`config.mk`:
```
export PLATFORM = sky130hd
export DESIGN_NAME = random_pick_pool
export DESIGN_NICKNAME = d
export VERILOG_FILES = /design/src/rtl/core/rpp_pkg.sv /design/src/rtl/core/rpp_ram.sv /design/src/rtl/core/rpp_ctrl.sv /design/src/rtl/core/rpp_dp.sv /design/src/rtl/core/random_pick_pool.sv
export VERILOG_INCLUDE_DIRS = /design/src /design/src/rtl/core
export SDC_FILE = /design/constraint.sdc
export NUM_CORES = 1
export LEC_CHECK = 0
export ABC_AREA = 1
export BUFFER_PORTS_ARGS = -buffer_cell sky130_fd_sc_hd__clkbuf_2
export CORE_ASPECT_RATIO = 1.1
export CORE_MARGIN = 1.5
export CORE_UTILIZATION = 40
export DETAILED_ROUTE_END_ITERATION = 6
export MAX_ROUTING_LAYER = met4
export SETUP_SLACK_MARGIN = 0.3
export SYNTH_ARGS = -nofsm -noshare
export SYNTH_HDL_FRONTEND = slang
export SYNTH_HIERARCHICAL = 1
export SYNTH_SLANG_ARGS = --single-unit
```
`constraint.sdc`:
```
create_clock -name clk -period 3.9 [get_ports clk]
set_input_delay 0.975 -clock clk [delete_from_list [all_inputs] [get_ports clk]]
set_output_delay 0.975 -clock clk [all_outputs]
set_load 0.005 [all_outputs]
```
`src/rtl/core/random_pick_pool_defines.svh`:
```
// Assertion macros used by the random pick pool datapath.
`ifndef RANDOM_PICK_POOL_DEFINES_SVH
`define RANDOM_PICK_POOL_DEFINES_SVH

// Check that a condition implies a property in the same cycle.
`define RPP_ASSERT_NOW(label, cond, prop) \
  label: assert property (@(posedge clk) disable iff (rst) (cond) |-> (prop)) \
    else $error("random_pick_pool: same-cycle check failed");

// Check that a condition implies a property in the following cycle.
`define RPP_ASSERT_NEXT(label, cond, prop) \
  label: assert property (@(posedge clk) disable iff (rst) (cond) |=> (prop)) \
    else $error("random_pick_pool: next-cycle check failed");

`endif

```
`src/rtl/core/rpp_pkg.sv`:
```
// Shared constants, codes and control types of the random pick pool.
package rpp_pkg;

  localparam int CAPACITY  = 16;
  localparam int ITEM_BITS = 8;
  localparam int IDX_W     = $clog2(CAPACITY);
  localparam int CNT_W     = $clog2(CAPACITY + 1);
  localparam int RND_W     = 32;
  localparam int DIV_CNT_W = $clog2(RND_W);

  typedef enum logic [1:0] {
    CMD_ENQ    = 2'd0,
    CMD_DEQ    = 2'd1,
    CMD_SAMPLE = 2'd2
  } cmd_t;

  typedef enum logic [1:0] {
    ST_OK    = 2'd0,
    ST_EMPTY = 2'd1,
    ST_FULL  = 2'd2
  } status_t;

  // Controller to datapath
  typedef struct packed {
    logic load;
    logic div_step;
    logic scan_step;
    logic out_load;
  } ctrl_cmd_t;

  // Datapath to controller
  typedef struct packed {
    logic go_div;
    logic go_scan;
    logic div_last;
    logic hit;
  } dp_stat_t;

endpackage

```
`src/rtl/core/rpp_ram.sv`:
```
// Generic single-port-write, registered-read RAM.
module rpp_ram #(
  parameter int WIDTH = 8,
  parameter int DEPTH = 16
) (
  input  logic                     clk,
  input  logic                     we,
  input  logic [$clog2(DEPTH)-1:0] waddr,
  input  logic [WIDTH-1:0]         wdata,
  input  logic                     re,
  input  logic [$clog2(DEPTH)-1:0] raddr,
  output logic [WIDTH-1:0]         rdata
);

  logic [WIDTH-1:0] mem [DEPTH];

  always_ff @(posedge clk) begin
    if (we) begin
      mem[waddr] <= wdata;
    end
    if (re) begin
      rdata <= mem[raddr];
    end
  end

endmodule

```
`src/rtl/core/rpp_ctrl.sv`:
```
// Sequencing state machine of the random pick pool.
module rpp_ctrl import rpp_pkg::*; (
  input  logic      clk,
  input  logic      rst,
  input  logic      in_valid,
  output logic      in_stall,
  output logic      out_valid,
  input  logic      out_stall,
  output ctrl_cmd_t ctl,
  input  dp_stat_t  stat
);

  typedef enum logic [2:0] {
    S_IDLE,
    S_DECIDE,
    S_DIV,
    S_SCAN,
    S_DONE
  } state_t;

  state_t state;
  logic   out_free;

  assign out_free = !out_valid || !out_stall;
  assign in_stall = (state != S_IDLE);

  always_comb begin
    ctl.load      = (state == S_IDLE) && in_valid;
    ctl.div_step  = (state == S_DIV);
    ctl.scan_step = (state == S_SCAN);
    ctl.out_load  = (state == S_DONE) && out_free;
  end

  always_ff @(posedge clk) begin
    if (rst) begin
      state     <= S_IDLE;
      out_valid <= 1'b0;
    end else begin
      // load a new result, or drop the one just taken
      if ((state == S_DONE) && out_free) begin
        out_valid <= 1'b1;
      end else if (out_valid && !out_stall) begin
        out_valid <= 1'b0;
      end
      unique case (state)
        S_IDLE: begin
          if (in_valid) begin
            state <= S_DECIDE;
          end
        end
        S_DECIDE: begin
          if (stat.go_div) begin
            state <= S_DIV;
          end else if (stat.go_scan) begin
            state <= S_SCAN;
          end else begin
            state <= S_DONE;
          end
        end
        S_DIV: begin
          if (stat.div_last) begin
            state <= S_SCAN;
          end
        end
        S_SCAN: begin
          if (stat.hit) begin
            state <= S_DONE;
          end
        end
        S_DONE: begin
          // hold the result until the output register is free
          if (out_free) begin
            state <= S_IDLE;
          end
        end
        default: begin
          state <= S_IDLE;
        end
      endcase
    end
  end

endmodule

```
`src/rtl/core/rpp_dp.sv`:
```
// Datapath of the random pick pool: slot store, valid marks, divider, scanner.
`include "random_pick_pool_defines.svh"

module rpp_dp import rpp_pkg::*; (
  input  logic                 clk,
  input  logic                 rst,
  input  ctrl_cmd_t            ctl,
  output dp_stat_t             stat,
  input  logic [1:0]           cmd,
  input  logic [ITEM_BITS-1:0] data_in,
  input  logic [RND_W-1:0]     random_word,
  output logic [ITEM_BITS-1:0] data_out,
  output logic [1:0]           status,
  output logic [CNT_W-1:0]     occupancy
);

  logic [1:0]           cmd_q;
  logic [ITEM_BITS-1:0] din_q;
  logic [RND_W-1:0]     rnd_q;
  logic [1:0]           res_status;
  logic [CNT_W-1:0]     rem;
  logic [DIV_CNT_W-1:0] div_cnt;
  logic [IDX_W-1:0]     pos;
  logic [CAPACITY-1:0]  slot_valid;
  logic [CNT_W-1:0]     item_count;

  logic                 is_enq;
  logic                 is_deq;
  logic                 is_pick;
  logic                 hit;
  logic [CNT_W:0]       shifted;
  logic [CNT_W-1:0]     rem_next;
  logic [1:0]           status_next;
  logic                 ram_we;
  logic                 ram_re;
  logic [ITEM_BITS-1:0] ram_rdata;

  assign is_enq  = (cmd_q == CMD_ENQ);
  assign is_deq  = (cmd_q == CMD_DEQ);
  assign is_pick = is_deq || (cmd_q == CMD_SAMPLE);
  assign hit     = is_enq ? !slot_valid[pos] : slot_valid[pos];

  // restoring division: one bit of the random word per cycle
  assign shifted  = {rem, rnd_q[RND_W-1]};
  assign rem_next = (shifted >= {1'b0, item_count})
                  ? CNT_W'(shifted - {1'b0, item_count})
                  : shifted[CNT_W-1:0];

  always_comb begin
    status_next = ST_OK;
    if (cmd == CMD_ENQ && item_count == CNT_W'(CAPACITY)) begin
      status_next = ST_FULL;
    end else if ((cmd == CMD_DEQ || cmd == CMD_SAMPLE) && item_count == '0) begin
      status_next = ST_EMPTY;
    end
  end

  always_comb begin
    stat.go_div   = is_pick && (res_status == ST_OK);
    stat.go_scan  = is_enq && (res_status == ST_OK);
    stat.div_last = (div_cnt == DIV_CNT_W'(RND_W - 1));
    stat.hit      = hit;
  end

  assign ram_we = ctl.scan_step && hit && is_enq;
  assign ram_re = ctl.scan_step && hit && is_pick;

  rpp_ram #(
    .WIDTH (ITEM_BITS),
    .DEPTH (CAPACITY)
  ) u_slots (
    .clk   (clk),
    .we    (ram_we),
    .waddr (pos),
    .wdata (din_q),
    .re    (ram_re),
    .raddr (pos),
    .rdata (ram_rdata)
  );

  // transaction capture, divider and scan pointer
  always_ff @(posedge clk) begin
    if (ctl.load) begin
      cmd_q      <= cmd;
      din_q      <= data_in;
      rnd_q      <= random_word;
      res_status <= status_next;
      rem        <= '0;
      div_cnt    <= '0;
      pos        <= '0;
    end
    if (ctl.div_step) begin
      rem     <= rem_next;
      rnd_q   <= {rnd_q[RND_W-2:0], 1'b0};
      div_cnt <= div_cnt + DIV_CNT_W'(1);
      if (stat.div_last) begin
        pos <= rem_next[IDX_W-1:0];
      end
    end
    if (ctl.scan_step && !hit) begin
      pos <= (pos == IDX_W'(CAPACITY - 1)) ? '0 : pos + IDX_W'(1);
    end
    if (ctl.out_load) begin
      data_out  <= (is_pick && res_status == ST_OK) ? ram_rdata : '0;
      status    <= res_status;
      occupancy <= item_count;
    end
  end

  // valid marks and occupancy
  always_ff @(posedge clk) begin
    if (rst) begin
      slot_valid <= '0;
      item_count <= '0;
    end else if (ctl.scan_step && hit) begin
      if (is_enq) begin
        slot_valid[pos] <= 1'b1;
        item_count      <= item_count + CNT_W'(1);
      end else if (is_deq) begin
        slot_valid[pos] <= 1'b0;
        item_count      <= item_count - CNT_W'(1);
      end
    end
  end

  `RPP_ASSERT_NOW(a_count_matches_marks, 1'b1, $countones(slot_valid) == item_count)
  `RPP_ASSERT_NOW(a_enq_not_full, ram_we, item_count < CNT_W'(CAPACITY))
  `RPP_ASSERT_NEXT(a_start_below_count, ctl.div_step && stat.div_last, pos < item_count)
  `RPP_ASSERT_NEXT(a_deq_drops_one, ram_re && is_deq,
                   item_count == $past(item_count) - CNT_W'(1))

endmodule

```
`src/rtl/core/random_pick_pool.sv`:
```
// Random pick pool: 16 item slots with enqueue, random dequeue and random sample.
//
// Input channel: cmd, data_in and random_word travel with in_valid; a
// transaction is taken when in_valid is high and in_stall is low. Output
// channel: data_out, status and occupancy travel with out_valid, taken when
// out_valid is high and out_stall is low. Every command yields one result.
// One command is in work at a time; in_stall is high while it runs.
// Work done after acceptance, before the result can be loaded:
//   enqueue            slot scan from slot 0, taking the lowest free slot
//   dequeue / sample   modulo, then slot scan from the start slot
//   full, empty, code 3  no modulo and no scan
// The start slot is the bit-serial 32-bit modulo of the random word by the
// occupancy, one quotient bit per cycle.
// The result sits in an output register, so a new command is accepted while
// the receiver stalls; its result waits until that register is taken.
// Reset empties the pool (all slots free, occupancy zero) and drops any
// pending result.
module random_pick_pool import rpp_pkg::*; (
  input  logic                 clk,
  input  logic                 rst,
  input  logic                 in_valid,
  output logic                 in_stall,
  input  logic [1:0]           cmd,
  input  logic [ITEM_BITS-1:0] data_in,
  input  logic [RND_W-1:0]     random_word,
  output logic                 out_valid,
  input  logic                 out_stall,
  output logic [ITEM_BITS-1:0] data_out,
  output logic [1:0]           status,
  output logic [CNT_W-1:0]     occupancy
);

  ctrl_cmd_t ctl;
  dp_stat_t  stat;

  rpp_ctrl u_ctrl (
    .clk       (clk),
    .rst       (rst),
    .in_valid  (in_valid),
    .in_stall  (in_stall),
    .out_valid (out_valid),
    .out_stall (out_stall),
    .ctl       (ctl),
    .stat      (stat)
  );

  rpp_dp u_dp (
    .clk         (clk),
    .rst         (rst),
    .ctl         (ctl),
    .stat        (stat),
    .cmd         (cmd),
    .data_in     (data_in),
    .random_word (random_word),
    .data_out    (data_out),
    .status      (status),
    .occupancy   (occupancy)
  );

endmodule
```
# == After elaboration in Yosys (flattened, before gate mapping) ==
# Memory sizes are Yosys's and may differ from the RTL's. A register that Yosys moved wholly into a read port is not among the register bits.
# Cells that the tools add are included.
# W data, S select, Z words.
# op_classes
add_sub_neg,5
n_lt_le_gt_ge,3
n_eq_ne,15
n_mux,32
n_bitwise,3
reduce_logical,30
# ops
cell,count
$mux W32,2
$mux W16,2
$mux W5,6
$mux W4,5
$mux W3,6
$and A16 B16 Y16,1
$not A16 Y16,1
$or A16 B16 Y16,1
$pmux W3 S5,1
$logic_and A1 B1 Y1,12
$add A5 B1 Y5 const B,2
$eq A5 B5 Y1 const B,2
$mux W1,8
$eq A3 B2 Y1 const B,2
$ge A6 B5 Y1,1
$logic_not A2 Y1,3
$reduce_bool A2 Y1,3
$logic_not A5 Y1,1
$lt A4 B5 Y1 const B,1
$sub A5 B1 Y5 const B,1
$sub A5 B5 Y5,1
$add A4 B1 Y4 const B,1
$bmux W1 S4,1
$demux W1 S4,1
other kinds (14),23
# totals
regBits,98
ram_bits,128
input_bits,46
out_inout_bits,17
wordCells,104
n_memories,1
# mem_list
name,depth,width,read_ports,rd_clocked_by_memory_dff,write_ports,line_no,source
u_dp.u_slots.mem,16,8,1,1,1,rpp_ram.sv:15,logic [WIDTH-1:0] mem [DEPTH];

# == Depth between registers and ports, before layout ==
# logic_depth
depth_word,8
mapped_depth,19
mapped_depth_nobuf,18

# == Modules after synthesis ==
# Netlist, hierarchy kept.
# modules_own_cells
mod,n_inst,cells_each,area_each_um2,seq_area_each_um2
rpp_ram,1,551,5846.9,4083.9
rpp_dp,1,527,4655.7,2562.5
rpp_ctrl,1,49,281.5,80.1

# == Worst setup path before layout ==
# No wires, ideal clock.
# synth_path
path_kind,input port to flip-flop
startpoint,input in_valid
endpoint,register u_dp.div_cnt[0] (enable)
setup_ns,0.399
t_arrival_ns,2.865
required_ns,3.501
setup_slack_ns,0.636
stages,5
n_path_buf,1
cell_sequence,inv_1 -> nor2_1 -> clkbuf_1 -> inv_1 -> nand2_1
# synth_rtl
element,line_no,source
from (decl),random_pick_pool.sv:21,"input logic in_valid,"
to (signal assigned),rpp_dp.sv:95,div_cnt <= div_cnt + DIV_CNT_W'(1);
to (decl),rpp_dp.sv:22,logic [DIV_CNT_W-1:0] div_cnt;

# == Worst setup path in the final report ==
# layout_path
startpoint,register u_dp.pos[3]
endpoint,memory u_dp.u_slots.mem[8][1] (enable)
# layout_via
elab_chain_cells,8
# layout_lines
element,line_no,source
from (decl),rpp_dp.sv:23,logic [IDX_W-1:0] pos;
from (signal assigned),rpp_dp.sv:97,pos <= rem_next[IDX_W-1:0];
from (signal assigned),rpp_dp.sv:101,pos <= (pos == IDX_W'(CAPACITY - 1)) ? '0 : pos + IDX_W'(1);
$bmux W1 S4 *,rpp_dp.sv:41,assign hit = is_enq ? !slot_valid[pos] : slot_valid[pos];
$mux W1 (implied by the code) *,rpp_dp.sv:41,
$logic_not A1 Y1,rpp_dp.sv:41,
$mux W1 *,rpp_dp.sv:41,
$logic_and A1 B1 Y1 * (2 in a row),rpp_dp.sv:65,assign ram_we = ctl.scan_step && hit && is_enq;
via u_dp.ram_we,rpp_dp.sv:34,logic ram_we;
$mux W1 *,rpp_ram.sv:18,if (we) begin
$mux W1 (implied by the code) *,rpp_ram.sv:19,mem[waddr] <= wdata;
to (decl),rpp_ram.sv:15,
# Mark *: on every way through the listed nets, which the timed path passes. The rest lies on a longest branch. The select of a mux whose other input is x is not followed.

==> results <==
- The run finished with clean final reports.
- The area growth from synthesis to layout is 13.2%.
- At the end of the flow, the number of nets in the layout was 1245.
- The data required time at the worst endpoint is 4.08 ns.
- The post-synthesis instance total is 1127.
- The via count of the first global-routing pass came to 7340.
- Of all nets on the critical path, the largest fanout is 19.
- The number of antenna cells inserted is 0.
- CTS built an H-tree with a depth of 1.
- The number of sinks on the clock net is 234.
- The number of nets handed over by synthesis was 1192.
- The remaining design rule violation count is 0.
- The top-area cell type share of the netlist area is 56.8%.
- The peak clock frequency supported by timing is 338 MHz.
- The via density per instance is 4.86.
- At the end of routability-driven placement, the weighted congestion stood at 0.845.
- Summed over all layers, the global routing overflow is 0.
- Power spread over the standard cell area amounts to 615 nW/µm².
- In this run the core area contains 62 standard-cell rows.
- The synthesized area per cell is 9.57 µm².
- The most frequent cell on the critical path is nand2_1.
- The synthesized netlist occupies a cell area of 10800 µm².
- The signal arrival time at the worst endpoint is 3.15 ns.
- The number of filler cells placed in the layout is 2486.
- edfxtp_1 takes more of the synthesized area than any other cell.
- Once layout is done, the placed cells without fillers occupy 12200 µm².
- The post-route netlist has 11.3% of its cells at a drive strength greater than 1.
- The max-slew violation count is 0.
- The actual slew at the worst max-slew pin is 1.06 ns.
- The die is 175 µm tall.
- Setup violations remaining at the end of the flow were counted as 0.
- The number of max-cap violations is 0.
- The tightest min-delay check is of the flip-flop to flip-flop type.
- The core region is 26300 µm².
- STA classifies the critical path startpoint as a flip-flop.
- The post-cts resize count is 0.
- The clock latency on the worst-skew pair is 0.55 ns.
- For this design, the CTS-stage hold fixing added 0 buffers.
- For this configuration, the core starts out at a cell density of 41.0%.
- Counting along the longest clock path gives a buffer depth of 3.
- For this run, the number of Yosys warnings is 6.
- The signal on the critical path passes through nand2_1 -> inv_1 -> nand2_1 -> nand2_1 -> nor2_1 -> nand2_1 -> nand2_2 -> nor2_8 -> nand2_1 -> inv_1 -> nand3b_1 -> nor2_1.
- In the final routed layout, each cell accounts on average for 15.0 µm.
- The number of buffers inserted by post-CTS setup repair is 0.
- The cell with the largest stage delay on the worst path is dfxtp_1.
- In this run the tightest slew margin relative to its limit is 29.2%.
- The clock input transition at the sequential cells of the worst setup and hold paths is 0.06 ns.
- The number of antenna violations at the first check in global routing is 0.
- The first global-routing pass estimated 37800 µm of wire.
- The final core utilization is 46.4%.
- The maximum VDD drop is 0.378 mV.
- The number of hold violations in the final report is 0.
- The standard cell area after detailed placement is 11300 µm².
- After layout, the design draws a total of 7.51 mW.
- In this run, the number of DRC markers left after iteration 0 of detailed routing was 479.
- The antenna violation net count after detailed routing is 0.
- Synthesis inferred 234 register bits.
- The die covers 28000 µm².
- The maximum cell stage delay along the critical path is 0.75 ns.
- The horizontal die dimension is 160 µm.
- Adding up every negative setup slack in the final design gives 0 ns.
- The share of the Yosys chip area taken by registers is 62.4%.
- The kind of end point of the critical path is a flip-flop.
- The via count is 7544.
- The class of the most critical setup path is flip-flop to flip-flop.
- The maximum number of pins on one net before global-route repair is 65.
- The routed design has 23200 µm of wire.
- The analysis attributes to cell leakage a power of 5.14 nW.
- Detailed placement ended at an HPWL of 15100 µm.
- Setup repair after global routing left no endpoint under its margin.
- Sorting the synthesized cells by area gives the leading types as edfxtp_1, nand2_1, nand3_1.
- The number of different library cells in the post-synthesis netlist is 32.
- The time the final worst path needs with I/O delays and setup is 2.96 ns.
- The cell at the root of the clock tree is clkbuf_16.
- Buffers inserted during clock tree synthesis total 26.
- The global-route usage over all layers is 17.4%.
- For this design the top-level I/O count stands at 63.
- The port buffer count is 62.
- The period utilization is 75.9%.
- Clock skew on the completed layout was measured at 0.0372 ns.
- The first detailed-routing pass ran for 5 iterations.
- TritonCTS built the clock tree.
-- path summary, 6_finish.rpt --
check                   start                      to  slack (ns)  depth (start not counted)
setup reg to reg  u_dp/pos[3]  u_dp/u_slots/mem[8][1]        0.94                         12
setup / recovery  u_dp/pos[3]  u_dp/u_slots/mem[8][1]        0.94                         12
hold / removal      flip-flop               flip-flop        0.46                          2
hold reg to reg     flip-flop               flip-flop        0.46                          2
-- sequential cells by signal, summed over array words and instances, names as in the netlist, 3 cells and up, named ones only --
register	cells
u_dp/item_count	5
u_dp/data_out	8
u_dp/rem	5
u_ctrl/state	3
u_dp/occupancy	5
u_dp/u_slots/rdata	8
u_dp/rnd_q	32
u_dp/din_q	8
u_dp/div_cnt	5
u_dp/u_slots/mem	128
u_dp/pos	4
-- power breakdown --
group / leakage, nW / total (mW) / internal (mW) / switching, mW
registers: 2.12 / 3.43 / 3.20 / 0.238
logic: 2.59 / 1.61 / 0.464 / 1.14
clock network: 0.426 / 2.47 / 1.45 / 1.01
total: 5.14 / 7.51 / 5.11 / 2.39
-- per-stage QoR --
stage               cells  worst slack [ns]  hold slack, ns
floorplan            1127             0.636           0.439
global placement     1504              1.04           0.448
detailed placement   1504             0.984           0.455
CTS                  1552             0.989           0.464
global route         1552             0.690           0.477
finish               1552             0.938           0.462
-- worst max-delay path: cells and delay by family (launching register included) --
family,cells,cell delay [ns]
simple gates,10,1.61
flops,1,0.75
buf+inv,2,0.26
-- synthesized netlist by cell type --
library cell / count
xor2_1: 4
buf_1: 6
nor3_1: 5
edfxtp_1: 204
xnor2_1: 3
clkbuf_1: 10
nor2_1: 79
nand2_2: 4
or2_2: 1
nand4_1: 1
o21ai_1: 2
buf_4: 5
nor2_4: 2
buf_6: 10
nand3b_1: 3
o21ai_0: 19
buf_2: 16
nand2_1: 321
nor2_2: 1
o211ai_2: 1
inv_1: 165
o21ai_2: 1
a21oi_1: 24
dfxtp_1: 30
nand3_1: 180
a211oi_1: 1
nor2_8: 1
inv_2: 7
o21a_1: 1
nand3_2: 1
fa_1: 2
ha_1: 17
-- final cells by class --
type | instances | area (µm²) | area share (%)
clock buffers | 30 | 676 | 5.53
clock inverters | 18 | 203 | 1.66
inverters | 172 | 646 | 5.29
multi-input cells | 674 | 3130 | 25.7
flip-flops and latches | 234 | 6730 | 55.1
well taps | 352 | 440 | 3.61
repair buffers | 72 | 385 | 3.16
-- cell usage in the layout, fill, tap and decap left out, types with 4 or more instances in the layout --
cell type	instances
a21oi_1	24
buf_4	10
clkbuf_16	26
clkbuf_2	62
clkinv_2	6
dfxtp_1	29
edfxtp_1	204
ha_1	17
inv_1	165
inv_2	7
nand2_1	320
nand2_2	5
nand3_1	180
nor2_1	78
nor3_1	5
o21ai_0	19
xor2_1	4
-- routing by layer --
metal	vias up	GRT usage, %	routed length, µm
met2	185	27.9	10900
met4	0	4.80	514
met1	3557	23.1	10700
li1	3768	-	-
met3	34	2.56	1180
met5	-	-	0
-- cell families (layout without fill, tap and decap cells) --
kind of cell    count (synthesis)  count (layout)  synth area share (%)
simple gates                  599             599                  23.6
flops                         234             234                  62.4
buf+inv                       219             292                  8.68
compound gates                 49              49                  2.42
fa+ha+maj                      19              19                  2.34
xor+xnor                        7               7                 0.569
No activity file was read; power rests on OpenSTA's default activity.
